$ cat src/hdl/mse_pkg.sv
// Shared sizes and controller/datapath interface types for the merge sort engine.
// Depends on nothing; mse_ctrl, mse_datapath and merge_sort_engine import it.
`default_nettype none
package mse_pkg;

    localparam int DEPTH      = 1024;
    localparam int DATA_WIDTH = 32;
    localparam int ADDR_W     = $clog2(DEPTH);
    localparam int CNT_W      = $clog2(DEPTH + 1);
    localparam int EXT_W      = CNT_W + 1;

    // Commands from the controller to the datapath.
    typedef struct packed {
        logic load;         // store the incoming value
        logic mark_sorted;  // the current set counts as sorted from now on
        logic sort_start;   // run width 1, first pair at index 0
        logic pair_setup;   // compute the bounds of the current run pair
        logic merge_step;   // move one element into the destination buffer
        logic pair_next;    // advance to the next run pair
        logic pass_next;    // swap buffers, double the run width
        logic rd_addr;      // address the store at the read position
        logic out_load;     // capture a result into the output register
    } mse_cmd_t;

    // Status from the datapath to the controller.
    typedef struct packed {
        logic sorted;
        logic count_le1;
        logic pair_last;
        logic lo_end;
        logic width_end;
        logic out_free;
    } mse_status_t;

endpackage
`default_nettype wire

$ cat src/hdl/mse_ctrl.sv
// Sequencing state machine of the merge sort engine.
// Depends on mse_pkg for the command and status structs.
`default_nettype none
module mse_ctrl
    import mse_pkg::*;
(
    input  wire logic        clk,
    input  wire logic        rst_n,
    input  wire logic        s_tvalid,
    input  wire logic        s_tuser,
    output logic             s_tready,
    output mse_cmd_t         cmd,
    input  wire mse_status_t status
);

    typedef enum logic [2:0] {
        ST_IDLE,
        ST_SETUP,
        ST_MERGE,
        ST_NEXT,
        ST_RD_ISSUE,
        ST_RD_OUT
    } state_t;

    state_t state_reg;
    state_t state_next;
    logic   ready_reg;
    logic   accept;

    assign accept   = s_tvalid && ready_reg;
    assign s_tready = ready_reg;

    always_comb
    begin
        cmd        = '0;
        state_next = state_reg;
        case (state_reg)
            ST_IDLE:
            begin
                if (accept)
                begin
                    if (!s_tuser)
                    begin
                        cmd.load = 1'b1;
                    end
                    else if (status.sorted)
                    begin
                        state_next = ST_RD_ISSUE;
                    end
                    else
                    begin
                        cmd.mark_sorted = 1'b1;
                        if (status.count_le1)
                        begin
                            state_next = ST_RD_ISSUE;
                        end
                        else
                        begin
                            cmd.sort_start = 1'b1;
                            state_next     = ST_SETUP;
                        end
                    end
                end
            end
            ST_SETUP:
            begin
                cmd.pair_setup = 1'b1;
                state_next     = ST_MERGE;
            end
            ST_MERGE:
            begin
                cmd.merge_step = 1'b1;
                if (status.pair_last)
                begin
                    state_next = ST_NEXT;
                end
            end
            ST_NEXT:
            begin
                if (status.lo_end)
                begin
                    cmd.pass_next = 1'b1;
                    state_next    = status.width_end ? ST_RD_ISSUE : ST_SETUP;
                end
                else
                begin
                    cmd.pair_next = 1'b1;
                    state_next    = ST_SETUP;
                end
            end
            ST_RD_ISSUE:
            begin
                cmd.rd_addr = 1'b1;
                state_next  = ST_RD_OUT;
            end
            ST_RD_OUT:
            begin
                // The read address is held so the registered data stays put while stalled.
                cmd.rd_addr = 1'b1;
                if (status.out_free)
                begin
                    cmd.out_load = 1'b1;
                    state_next   = ST_IDLE;
                end
            end
            default:
            begin
                state_next = ST_IDLE;
            end
        endcase
    end

    always_ff @(posedge clk or negedge rst_n)
    begin
        if (!rst_n)
        begin
            state_reg <= ST_IDLE;
            ready_reg <= 1'b1;
        end
        else
        begin
            state_reg <= state_next;
            ready_reg <= (state_next == ST_IDLE);
        end
    end

endmodule
`default_nettype wire

$ cat config.mk
export PLATFORM = sky130hd
export DESIGN_NAME = mse_ctrl
export DESIGN_NICKNAME = d
export VERILOG_FILES = /design/src/hdl/mse_pkg.sv /design/src/hdl/mse_ctrl.sv
export SDC_FILE = /design/constraint.sdc
export NUM_CORES = 1
export LEC_CHECK = 0
export BUFFER_PORTS_ARGS = -buffer_cell sky130_fd_sc_hd__buf_2
export CAP_MARGIN = 20
export CORE_AREA = 2 2 39 41
export DETAILED_ROUTE_END_ITERATION = 7
export DIE_AREA = 0 0 41 43
export GPL_TIMING_DRIVEN = 0
export HOLD_SLACK_MARGIN = 0.15
export PLACE_DENSITY = 0.51
export REMOVE_ABC_BUFFERS = 1
export SETUP_SLACK_MARGIN = 0.05
export SYNTH_ARGS = -nofsm -noshare
export SYNTH_HDL_FRONTEND = slang
export SYNTH_SLANG_ARGS = --single-unit
$ cat constraint.sdc
create_clock -name clk -period 1.36 [get_ports clk]
set_input_delay 0.204 -clock clk [delete_from_list [all_inputs] [get_ports clk]]
set_output_delay 0.204 -clock clk [all_outputs]
set_load 0.01 [all_outputs]
Yosys cells after proc, flatten, opt, wreduce, memory -nomap -nowiden
Index checks and enable logic that the tools add are counted.
{ "totals": {"output_inout_bits": 10, "ff_bits": 4, "input_bits": 10} }
{ "classes": {"muxes": 23, "eq_ne": 5, "n_reduce_logical": 4} }
{ "ops": {"columns": ["operator", "count"], "rows": [
  ["$mux W3", 10],
  ["$pmux W3 S6", 1],
  ["$mux W1", 9],
  ["$eq A3 B2 Y1 const B", 2],
  ["$eq A3 B3 Y1 const B", 2],
  ["$logic_not A3 Y1", 2],
  ["$mux W2", 3],
  ["$eq A3 B1 Y1 const B", 1],
  ["$reduce_or A2 Y1", 1],
  ["$logic_and A1 B1 Y1", 1]
]} }

Longest topological paths before layout
Gate-level depths: netlist of the first run.
{ "depth": {"word_depth": 6, "mapped_depth": 4, "depth_no_buf": 3} }

Worst setup path before layout of the first run
OpenSTA, ideal clock, no wires.
{ "synth_path": {"kind": "reg-to-output", "startpoint": "register ready_reg, in the netlist s_tready", "endpoint": "output port cmd[6] (netlist name)", "t_arrival_ns": 1.119, "setup_slack_ns": 0.037, "required_ns": 1.156, "stages_incl_launch_ff": 4, "cell_sequence": "dfstp_2 -> and2b_1 -> nand4_4 -> nor3_1"} }
{ "synth_rtl": {"columns": ["item", "line", "rtl"], "rows": [
  ["start, declared", "mse_ctrl.sv:27", "logic ready_reg;"],
  ["start signal, assigned", "mse_ctrl.sv:123", "ready_reg <= (state_next == ST_IDLE);"],
  ["end, declared", "mse_ctrl.sv:12", "output mse_cmd_t cmd,"]
]} }

==> results of run 1 <==
[routing by layer]
layer | GRT usage | part of all wire | vias up
met2 | 0.191 | 0.51 | 16
met3 | 0.0942 | 0.097 | 0
met1 | 0.124 | 0.39 | 157
li1 | - | - | 177
met4 | 0.0200 | 0 | 0
met5 | 0 | 0 | -
[layout make-up]
class	count	area, um^2
well taps	16	20.0
flip-flops and latches	4	105
fillers	164	831
repair buffers	29	183
multi-input cells	27	219
clock buffers	4	26.3
[where the power goes]
part           total (uW)  switching (uW)  internal, uW  leakage [uW]
logic                 765             330           435      0.000220
clock network         165            54.2           110     0.0000150
registers             271            72.2           199     0.0000451
[how the worst max path moves through the flow]
| stage | start | endpoint | slack [ns] |
|---|---|---|---|
| after floorplan | state_reg[0]$_DFF_PN0_ | cmd[6] | 0.03 |
| after global placement | state_reg[0]$_DFF_PN0_ | cmd[6] | -0.06 |
| after detailed placement | state_reg[0]$_DFF_PN0_ | cmd[6] | -0.05 |
| after CTS | s_tready$_DFF_PN1_ | cmd[6] | -0.12 |
| after global routing | s_tready$_DFF_PN1_ | cmd[6] | -0.17 |
| final | s_tready$_DFF_PN1_ | cmd[6] | -0.11 |
[cells by family (layout without fill, tap and decap cells)]
logic type | count (synthesis) | in the layout
buffers and inverters | 1 | 33
AO/OA/AOI/OAI | 4 | 4
AND/OR/NAND/NOR | 22 | 22
flip-flops | 4 | 4
XOR/XNOR | 1 | 1
[Yosys cell counts, types with 2 or more instances]
| cell type | count | area share |
|---|---|---|
| nand3_1 | 2 | 0.034 |
| and3_1 | 2 | 0.043 |
| nand2_1 | 2 | 0.026 |
| nor2_1 | 7 | 0.090 |
| dfrtp_1 | 3 | 0.26 |
[critical path: cells and delay by family, from the launching register on]
| family | cells | cell delay [ns] |
|---|---|---|
| DFF | 1 | 0.51 |
| and+or+nand+nor | 3 | 0.37 |
| buffers and inverters | 1 | 0.14 |
[layout by cell type (no fill, tap or decap), drive strengths merged, types with 2 or more instances in the layout]
| master | Yosys | routed |
|---|---|---|
| and3 | 2 | 2 |
| nand2 | 3 | 3 |
| nand3 | 2 | 2 |
| dfrtp | 3 | 3 |
| buf | 1 | 28 |
| nor2b | 2 | 2 |
| clkbuf | 0 | 4 |
| nor2 | 8 | 8 |
[stage by stage]
stage	hold slack, ns	total power [uW]	worst slack [ns]	utilization
floorplan	-0.0916	591	0.0318	-
global placement	0.0108	730	-0.0583	0.291
detailed placement	0.0118	735	-0.0547	0.291
finish	0.221	1200	-0.110	0.400
global route	0.225	1300	-0.175	0.400
CTS	0.217	1130	-0.125	0.379
[repair_timing]
action	in CTS	in global routing
gates resized for setup	10	4
endpoints found under the setup margin	8	9
pin swaps	3	2
setup buffers	7	2
cloned	0	0
hold buffers	1	0
hold endpoints to repair	4	0
==> out/qor.yml, run 1 <==
yosys:
  synth_compound_area_frac: 0.145
  ys_types: 21
  synthMuxAreaShare: 0
  synthArstFlopShare: 1.00
  synth_ff_type: "dfrtp_1"
  synth.cell_area_um2: 293
  synth_top_family_by_area: "simple AND/OR/NAND/NOR gates"
  synth-simple-area-share: 0.462
  synthXorXnorAreaFrac: 0.0299
  avgSynthCellArea_um2: 9.15
  syn_inst: 32
  synth_edf_count: 0
  ys_warn_count: 0
  ys_ff_latch: 4
  synth_fa_ha_area_frac: 0
  seq_area_frac_synth: 0.346
sta:
  fmax_ghz: 0.680
  worst_slack_ns: -0.110
  drv_slew: 0
  rsz0062_at_grt: "true"
  finalHoldViolCount: 0
  tns_ns: -0.366
  tightest_slew_ns: 0.210
  fin_skew_ns: 0.000902
  slew_headroom: 0.860
  fin_crit_sh: 1.08
  setup_viol: 8
  min_period_ns: 1.47
min_path:
  hold_path_depth: 2
  hold_path.class: "input port to register"
  min_from: "status[4]"
  min_to: "state_reg[0]$_DFF_PN0_"
route:
  dr_total_vias: 350
  routed_wl_um: 825
  drc: 0
  detail_route.wl_per_cell_um: 10.3
  avgViaCountPerCell: 4.38
  first_pass_iters: 2
  drt-initial-drc-count: 2
  detail-route-antenna-nets: 0
clock_network:
  htree_levels: 1
  clock-sinks: 4
  cts_buffers: 3
  cts_tree: "done"
  clk_latency_ns: 0.24
  clk_pin_slew_ns: 0.04
  clockBufferDepth: 2
  cts_root_buf: "clkbuf_4"
worst_setup_path:
  slowest_delay_ns: 0.51
  start_kind: "register"
  r2r_end: "state_reg[0]$_DFF_PN0_"
  reg2reg_slack_ns: -0.02
  r2r_start: "s_tready$_DFF_PN1_"
  cp_slowest_cell: "dfstp_2"
  cp_cell_sequence: "and2b_2 -> nand4_4 -> nor3_2 -> buf_2"
  critPathKind: "register to output pin"
  worstPathMaxFanout: 3
  cp-end-kind: "output pin"
  arrival_ns: 1.27
  reg2regPathDepth: 5
  cp.required_ns: 1.16
placement:
  gp_congestion: 0.704
  place_area_um2: 403
  numPortBuffers: 19
  post-dp-hpwl_um: 528
  dp_cells: 66
power_and_ir_drop:
  ir_drop_v: 0.00112
  powerDensity_nw_per_um2: 2170
  p_leak_uw: 0.000280
global_routing:
  grt_pass1_vias: 350
  grt_util_all_layers: 0.121
  grt_pass1_wl_um: 1380
  grt_max_degree: 11
  overflow: 0
  antenna_found_initial: 0
cells_and_area:
  largest_reg_flops: 3
  finalNetCount: 75
  drive_above_1_share: 0.734
  n_antenna_cell: 0
  stdcell_count: 80
  fin_area_um2: 553
  area_growth_pct: 88.9
floorplan:
  die_h_um: 43
  pin_count: 20
  fp.dieW_um: 41
  initial_core_util: 0.212
  row_count: 14
  coreArea_um2: 1380
  dieArea_um2: 1760
run:
  drv_cap: 0
status:
  status: "finished with violations"
  violations: "setup timing"
Note: power is estimated with default switching activity, not from simulation.
==> run 2, diff against run 1 <==
--- a/config.mk
+++ b/config.mk
@@ -5,14 +5,15 @@
 export SDC_FILE = /design/constraint.sdc
 export NUM_CORES = 1
 export LEC_CHECK = 0
+export ABC_AREA = 1
 export BUFFER_PORTS_ARGS = -buffer_cell sky130_fd_sc_hd__buf_2
 export CAP_MARGIN = 20
 export CORE_AREA = 2 2 39 41
 export DETAILED_ROUTE_END_ITERATION = 7
 export DIE_AREA = 0 0 41 43
-export GPL_TIMING_DRIVEN = 0
+export GPL_TIMING_DRIVEN = 1
 export HOLD_SLACK_MARGIN = 0.15
-export PLACE_DENSITY = 0.51
+export PLACE_DENSITY = 0.53
 export REMOVE_ABC_BUFFERS = 1
 export SETUP_SLACK_MARGIN = 0.05
 export SYNTH_ARGS = -nofsm -noshare
==> out/qor.yml, run 2 <==
status:
  status: "finished with violations"
  violations: "setup timing"
min_path:
  hold_path.class: "input port to asynchronous set/reset pin"
cells_and_area:
  final_cell_mix: "buf_2 (19), inv_1 (10), nand2_1 (5), nor2_1 (5), nand3_2 (4)"
  n_antenna_cell: 0
  final_common_cell: "buf_2"
  fillCellCount: 147
  area_growth_pct: 66.7
  multi_input_area_um2: 201
  ff_latch_area_um2: 103
  finalNetCount: 85
  stdcell_count: 90
  drive_above_1_share: 0.581
  largest_reg_flops: 3
run:
  drv_cap: 0
yosys:
  synth_ff_type: "dfrtp_1"
  syn_inst: 47
  ys_warn_count: 0
  synth_top_area_frac: 0.233
  ys_ff_latch: 4
  synth_edf_count: 0
  ys_types: 17
  synth_most_common_cell: "inv_1"
  synth.cell_area_um2: 323
  synth_common_cells: "inv_1 (11), nor2_1 (7), nand2_1 (6)"
  synthArstFlopShare: 1.00
  avgSynthCellArea_um2: 6.87
  yosys-top-cells-area: "dfrtp_1 (23%), inv_1 (13%), dfstp_2 (8.1%), nor2_1 (8.1%), nand2_1 (7.0%)"
  seq_area_frac_synth: 0.314
  synth_top_area_cell: "dfrtp_1"
global_routing:
  overflow: 0
  grt_pass1_vias: 291
  grt_max_degree: 8
  grt_pass1_wl_um: 1010
  antenna_found_initial: 0
  grt_util_all_layers: 0.0869
power_and_ir_drop:
  clkPwrFrac: 0.168
  power_switching_uw: 411
  netSwitchingFraction: 0.435
  power_uw: 944
  comb_power_share: 0.579
  powerDensity_nw_per_um2: 1750
  ir_drop_v: 0.000590
  intPower_uw: 533
  pwr-share-seq: 0.253
  p_leak_uw: 0.000325
worst_setup_path:
  crit_family: "buffers and inverters"
  arrival_ns: 1.22
  worst-path-buf-inv: 5
  critPathKind: "register to output pin"
  cp_slowest_cell: "dfrtp_1"
  path_common_cell: "inv_1"
  worstPathMaxFanout: 7
  cp.required_ns: 1.16
  cp_cell_sequence: "buf_4 -> buf_6 -> inv_1 -> nand3_2 -> inv_1 -> buf_2"
  cp-end-kind: "output pin"
  slowest_delay_ns: 0.40
  start_kind: "register"
route:
  detail-route-antenna-nets: 0
  drc: 0
  routed_wl_um: 735
  first_pass_iters: 2
  drt-initial-drc-count: 1
  dr_total_vias: 370
  detail_route.wl_per_cell_um: 8.17
  avgViaCountPerCell: 4.11
floorplan:
  pin_count: 20
  dieArea_um2: 1760
  row_count: 14
  fp.dieW_um: 41
  initial_core_util: 0.233
  die_h_um: 43
  coreArea_um2: 1380
clock_network:
  clockBufferDepth: 2
  cts_buffers: 3
  clk_pin_slew_ns: 0.04
  cts_root_buf: "clkbuf_4"
  cts_tree: "done"
  clk_latency_ns: 0.24
  clock-sinks: 4
  htree_levels: 1
sta:
  rsz0062_at_grt: "true"
  fin_crit_sh: 1.05
  tightest_slew_ns: 0.193
  fmax_ghz: 0.703
  fin_skew_ns: 0.00794
  tns_ns: -0.265
  slew_headroom: 0.870
  finalHoldViolCount: 0
  worst_slack_ns: -0.0632
  drv_slew: 0
  min_period_ns: 1.42
  setup_viol: 7
  timing.hold.ws_ns: 0.288
placement:
  post-dp-hpwl_um: 592
  gp_congestion: 0.705
  numPortBuffers: 19
  dp_cells: 82
==> run 2: cell count changes in the layout (fill, tap and decap cells not counted), sizes merged, moves of 2 or more <==
cell,before,now
nor2b,2,0
nand3,2,6
buf,28,23
and3,2,0
nand2,3,6
nor4,0,2
inv,0,13
==> run 2: worst register-to-register path: cells and delay by family, from the launching register on <==
| kind | cells | cell delay, ns |
|---|---|---|
| buf+inv | 2 | 0.28 |
| simple gates | 6 | 0.45 |
| flops | 1 | 0.40 |
==> run 2: layout make-up <==
cell class / count / share of cell area
inverter: 13 / 0.0907
multi-input combinational: 29 / 0.374
clock buffer: 4 / 0.0488
sequential: 4 / 0.191
timing repair buffer: 24 / 0.258
tap: 16 / 0.0372
==> run 2: kinds of logic after synthesis <==
group | share of synthesized area
buf+inv | 0.186
flops | 0.314
simple gates | 0.500
==> run 2: worst paths after layout <==
check	slack, ns	cells past startpoint	endpoint	from
setup / recovery	-0.06	6	cmd[5]	state_reg[1]$_DFF_PN0_
hold / removal	0.29	2	state_reg[0]$_DFF_PN0_	rst_n
setup reg to reg	0.16	8	s_tready$_DFF_PN1_	state_reg[1]$_DFF_PN0_
hold reg to reg	0.64	3	state_reg[2]$_DFF_PN0_	state_reg[0]$_DFF_PN0_
max in group asynchronous	0.86	2	s_tready$_DFF_PN1_	rst_n
min in group clk	0.34	5	state_reg[0]$_DFF_PN0_	status[3]
==> run 2: through the flow <==
stage	area, um^2	setup WS [ns]	util
finish	538	-0.0632	0.389
global placement	434	0.141	0.314
global route	538	-0.161	0.389
detailed placement	434	0.116	0.314
floorplan	312	0.161	-
CTS	495	-0.0903	0.358
==> run 2: repair_timing <==
item,4_1_cts,5_1_grt
hold endpoints to repair,4,0
setup endpoints to repair,7,8
setup buffers,1,2
hold buffers,1,0
resized for setup,5,7
pin swaps,3,3
==> run 2: routing by layer <==
| layer | global-route usage | vias to the layer above | wire length [um] |
|---|---|---|---|
| met5 | 0 | - | 0 |
| met4 | 0.0800 | 0 | 16 |
| met3 | 0.0157 | 2 | 28 |
| met2 | 0.138 | 7 | 364 |
| met1 | 0.0885 | 162 | 325 |
| li1 | - | 199 | - |
==> run 2: power by group through the flow <==
stage	Sequential, uW	Clock (uW)	Combinational [uW]
6_report	238	159	547
4_1_cts	234	167	455
2_1_floorplan	247	0	264
5_1_grt	244	173	613
3_3_place_gp	227	0	432
3_5_place_dp	229	0	432
==> run 3, diff against run 2 <==
--- a/config.mk
+++ b/config.mk
@@ -7,14 +7,12 @@
 export LEC_CHECK = 0
 export ABC_AREA = 1
 export BUFFER_PORTS_ARGS = -buffer_cell sky130_fd_sc_hd__buf_2
-export CAP_MARGIN = 20
 export CORE_AREA = 2 2 39 41
 export DETAILED_ROUTE_END_ITERATION = 7
 export DIE_AREA = 0 0 41 43
 export GPL_TIMING_DRIVEN = 1
 export HOLD_SLACK_MARGIN = 0.15
 export PLACE_DENSITY = 0.53
-export REMOVE_ABC_BUFFERS = 1
 export SETUP_SLACK_MARGIN = 0.05
 export SYNTH_ARGS = -nofsm -noshare
 export SYNTH_HDL_FRONTEND = slang
==> out/qor.yml, run 3 (synthesized netlist as in run 2, its figures left out) <==
global_routing:
  overflow: 0
  grt_max_degree: 8
  grt_util_all_layers: 0.115
  grt_pass1_wl_um: 1320
  met1_usage: 0.131
  grt_pass1_vias: 328
  antenna_found_initial: 0
  grtUsageMet3: 0.0471
  busiest_layer: "met2"
  met2_usage: 0.166
worst_setup_path:
  cp-end-kind: "output pin"
  cp_slowest_cell: "dfrtp_1"
  slowest_delay_ns: 0.40
  cp_cell_sequence: "buf_4 -> nor4_2 -> buf_2"
  start_kind: "register"
  worst-path-buf-inv: 2
  cp.required_ns: 1.16
  crit_family: "flip-flops"
  critPathKind: "register to output pin"
  worstPathMaxFanout: 7
  arrival_ns: 1.23
sta:
  fin_crit_sh: 1.06
  rsz0062_at_grt: "true"
  slew_headroom: 0.878
  tns_ns: -0.245
  finalHoldViolCount: 0
  fmax_ghz: 0.697
  tightest_slew_ns: 0.183
  worst_slack_ns: -0.0756
  drv_slew: 0
  timing.hold.ws_ns: 0.289
  min_period_ns: 1.44
  setup_viol: 6
  fin_skew_ns: 0.00730
route:
  drc: 0
  drt-initial-drc-count: 13
  first_pass_iters: 4
  detail-route-antenna-nets: 0
  dr_total_vias: 396
  routed_wl_um: 834
  detail_route.wl_per_cell_um: 9.07
  avgViaCountPerCell: 4.30
power_and_ir_drop:
  powerDensity_nw_per_um2: 1720
  p_leak_uw: 0.000339
  power_uw: 997
  ir_drop_v: 0.000669
clock_network:
  cts_root_buf: "clkbuf_4"
  clk_latency_ns: 0.25
  cts_buffers: 3
  clock-sinks: 4
  clk_pin_slew_ns: 0.04
  htree_levels: 1
  clockBufferDepth: 2
  cts_tree: "done"
floorplan:
  coreArea_um2: 1380
  pin_count: 20
  fp.dieW_um: 41
  row_count: 14
  dieArea_um2: 1760
  die_h_um: 43
  initial_core_util: 0.233
cells_and_area:
  utilization: 0.419
  fillCellCount: 148
  final_cell_mix: "buf_2 (19), inv_1 (10), nand2_1 (5)"
  largest_reg_flops: 3
  ff_latch_area_um2: 103
  n_antenna_cell: 0
  drive_above_1_share: 0.618
  final_common_cell: "buf_2"
  multi_input_area_um2: 216
  area_growth_pct: 79.5
  finalNetCount: 87
min_path:
  hold_path.class: "input port to asynchronous set/reset pin"
status:
  status: "finished with violations"
  violations: "setup timing"
placement:
  gp_congestion: 0.712
  post-dp-hpwl_um: 574
  numPortBuffers: 19
run:
  drv_cap: 0
yosys:
  syn-num-nets: 57
[run 3: final timing paths]
path	slack, ns	end	cells past startpoint	from
hold reg to reg	0.66	state_reg[2]$_DFF_PN0_	3	state_reg[1]$_DFF_PN0_
hold / removal	0.29	state_reg[1]$_DFF_PN0_	2	rst_n
max in group asynchronous	0.86	s_tready$_DFF_PN1_	2	rst_n
min in group clk	0.33	state_reg[0]$_DFF_PN0_	5	status[3]
setup / recovery	-0.08	cmd[0]	3	state_reg[1]$_DFF_PN0_
setup reg to reg	0.11	s_tready$_DFF_PN1_	7	s_tready$_DFF_PN1_
[run 3: layer usage]
layer,share of wire,wire length (um)
met1,0.38,318
met2,0.50,421
met3,0.078,65
met4,0.032,27
met5,0,0
[run 3: metrics by stage]
stage / area [um^2] / worst slack, ns / cells
6_report: 579 / -0.0756 / 92
5_1_grt: 579 / -0.177 / 92
4_1_cts: 518 / -0.0869 / 90
3_5_place_dp: 434 / 0.0959 / 82
3_3_place_gp: 434 / 0.140 / 82
2_1_floorplan: 323 / 0.140 / 47
[run 3: area by class of cell]
cell class              instances  share of cell area
clock buffers                   4              0.0454
well taps                      16              0.0346
flip-flops and latches          4               0.177
multi-input cells              29               0.374
inverters                      13              0.0972
repair buffers                 26               0.272
[run 3: power by group]
part           leakage [uW]  internal, uW  switching [uW]
registers         0.0000483           184            55.5
logic              0.000276           253             336
clock network     0.0000150           111            57.9
total              0.000339           548             449
[run 3: repair_timing]
| item | 4_1_cts | 5_1_grt |
|---|---|---|
| setup buffers | 3 | 2 |
| resized for setup | 7 | 12 |
| hold buffers | 1 | 0 |
| endpoints found under the hold margin | 4 | 0 |
| endpoints found under the setup margin | 7 | 9 |
| pin swaps | 3 | 3 |
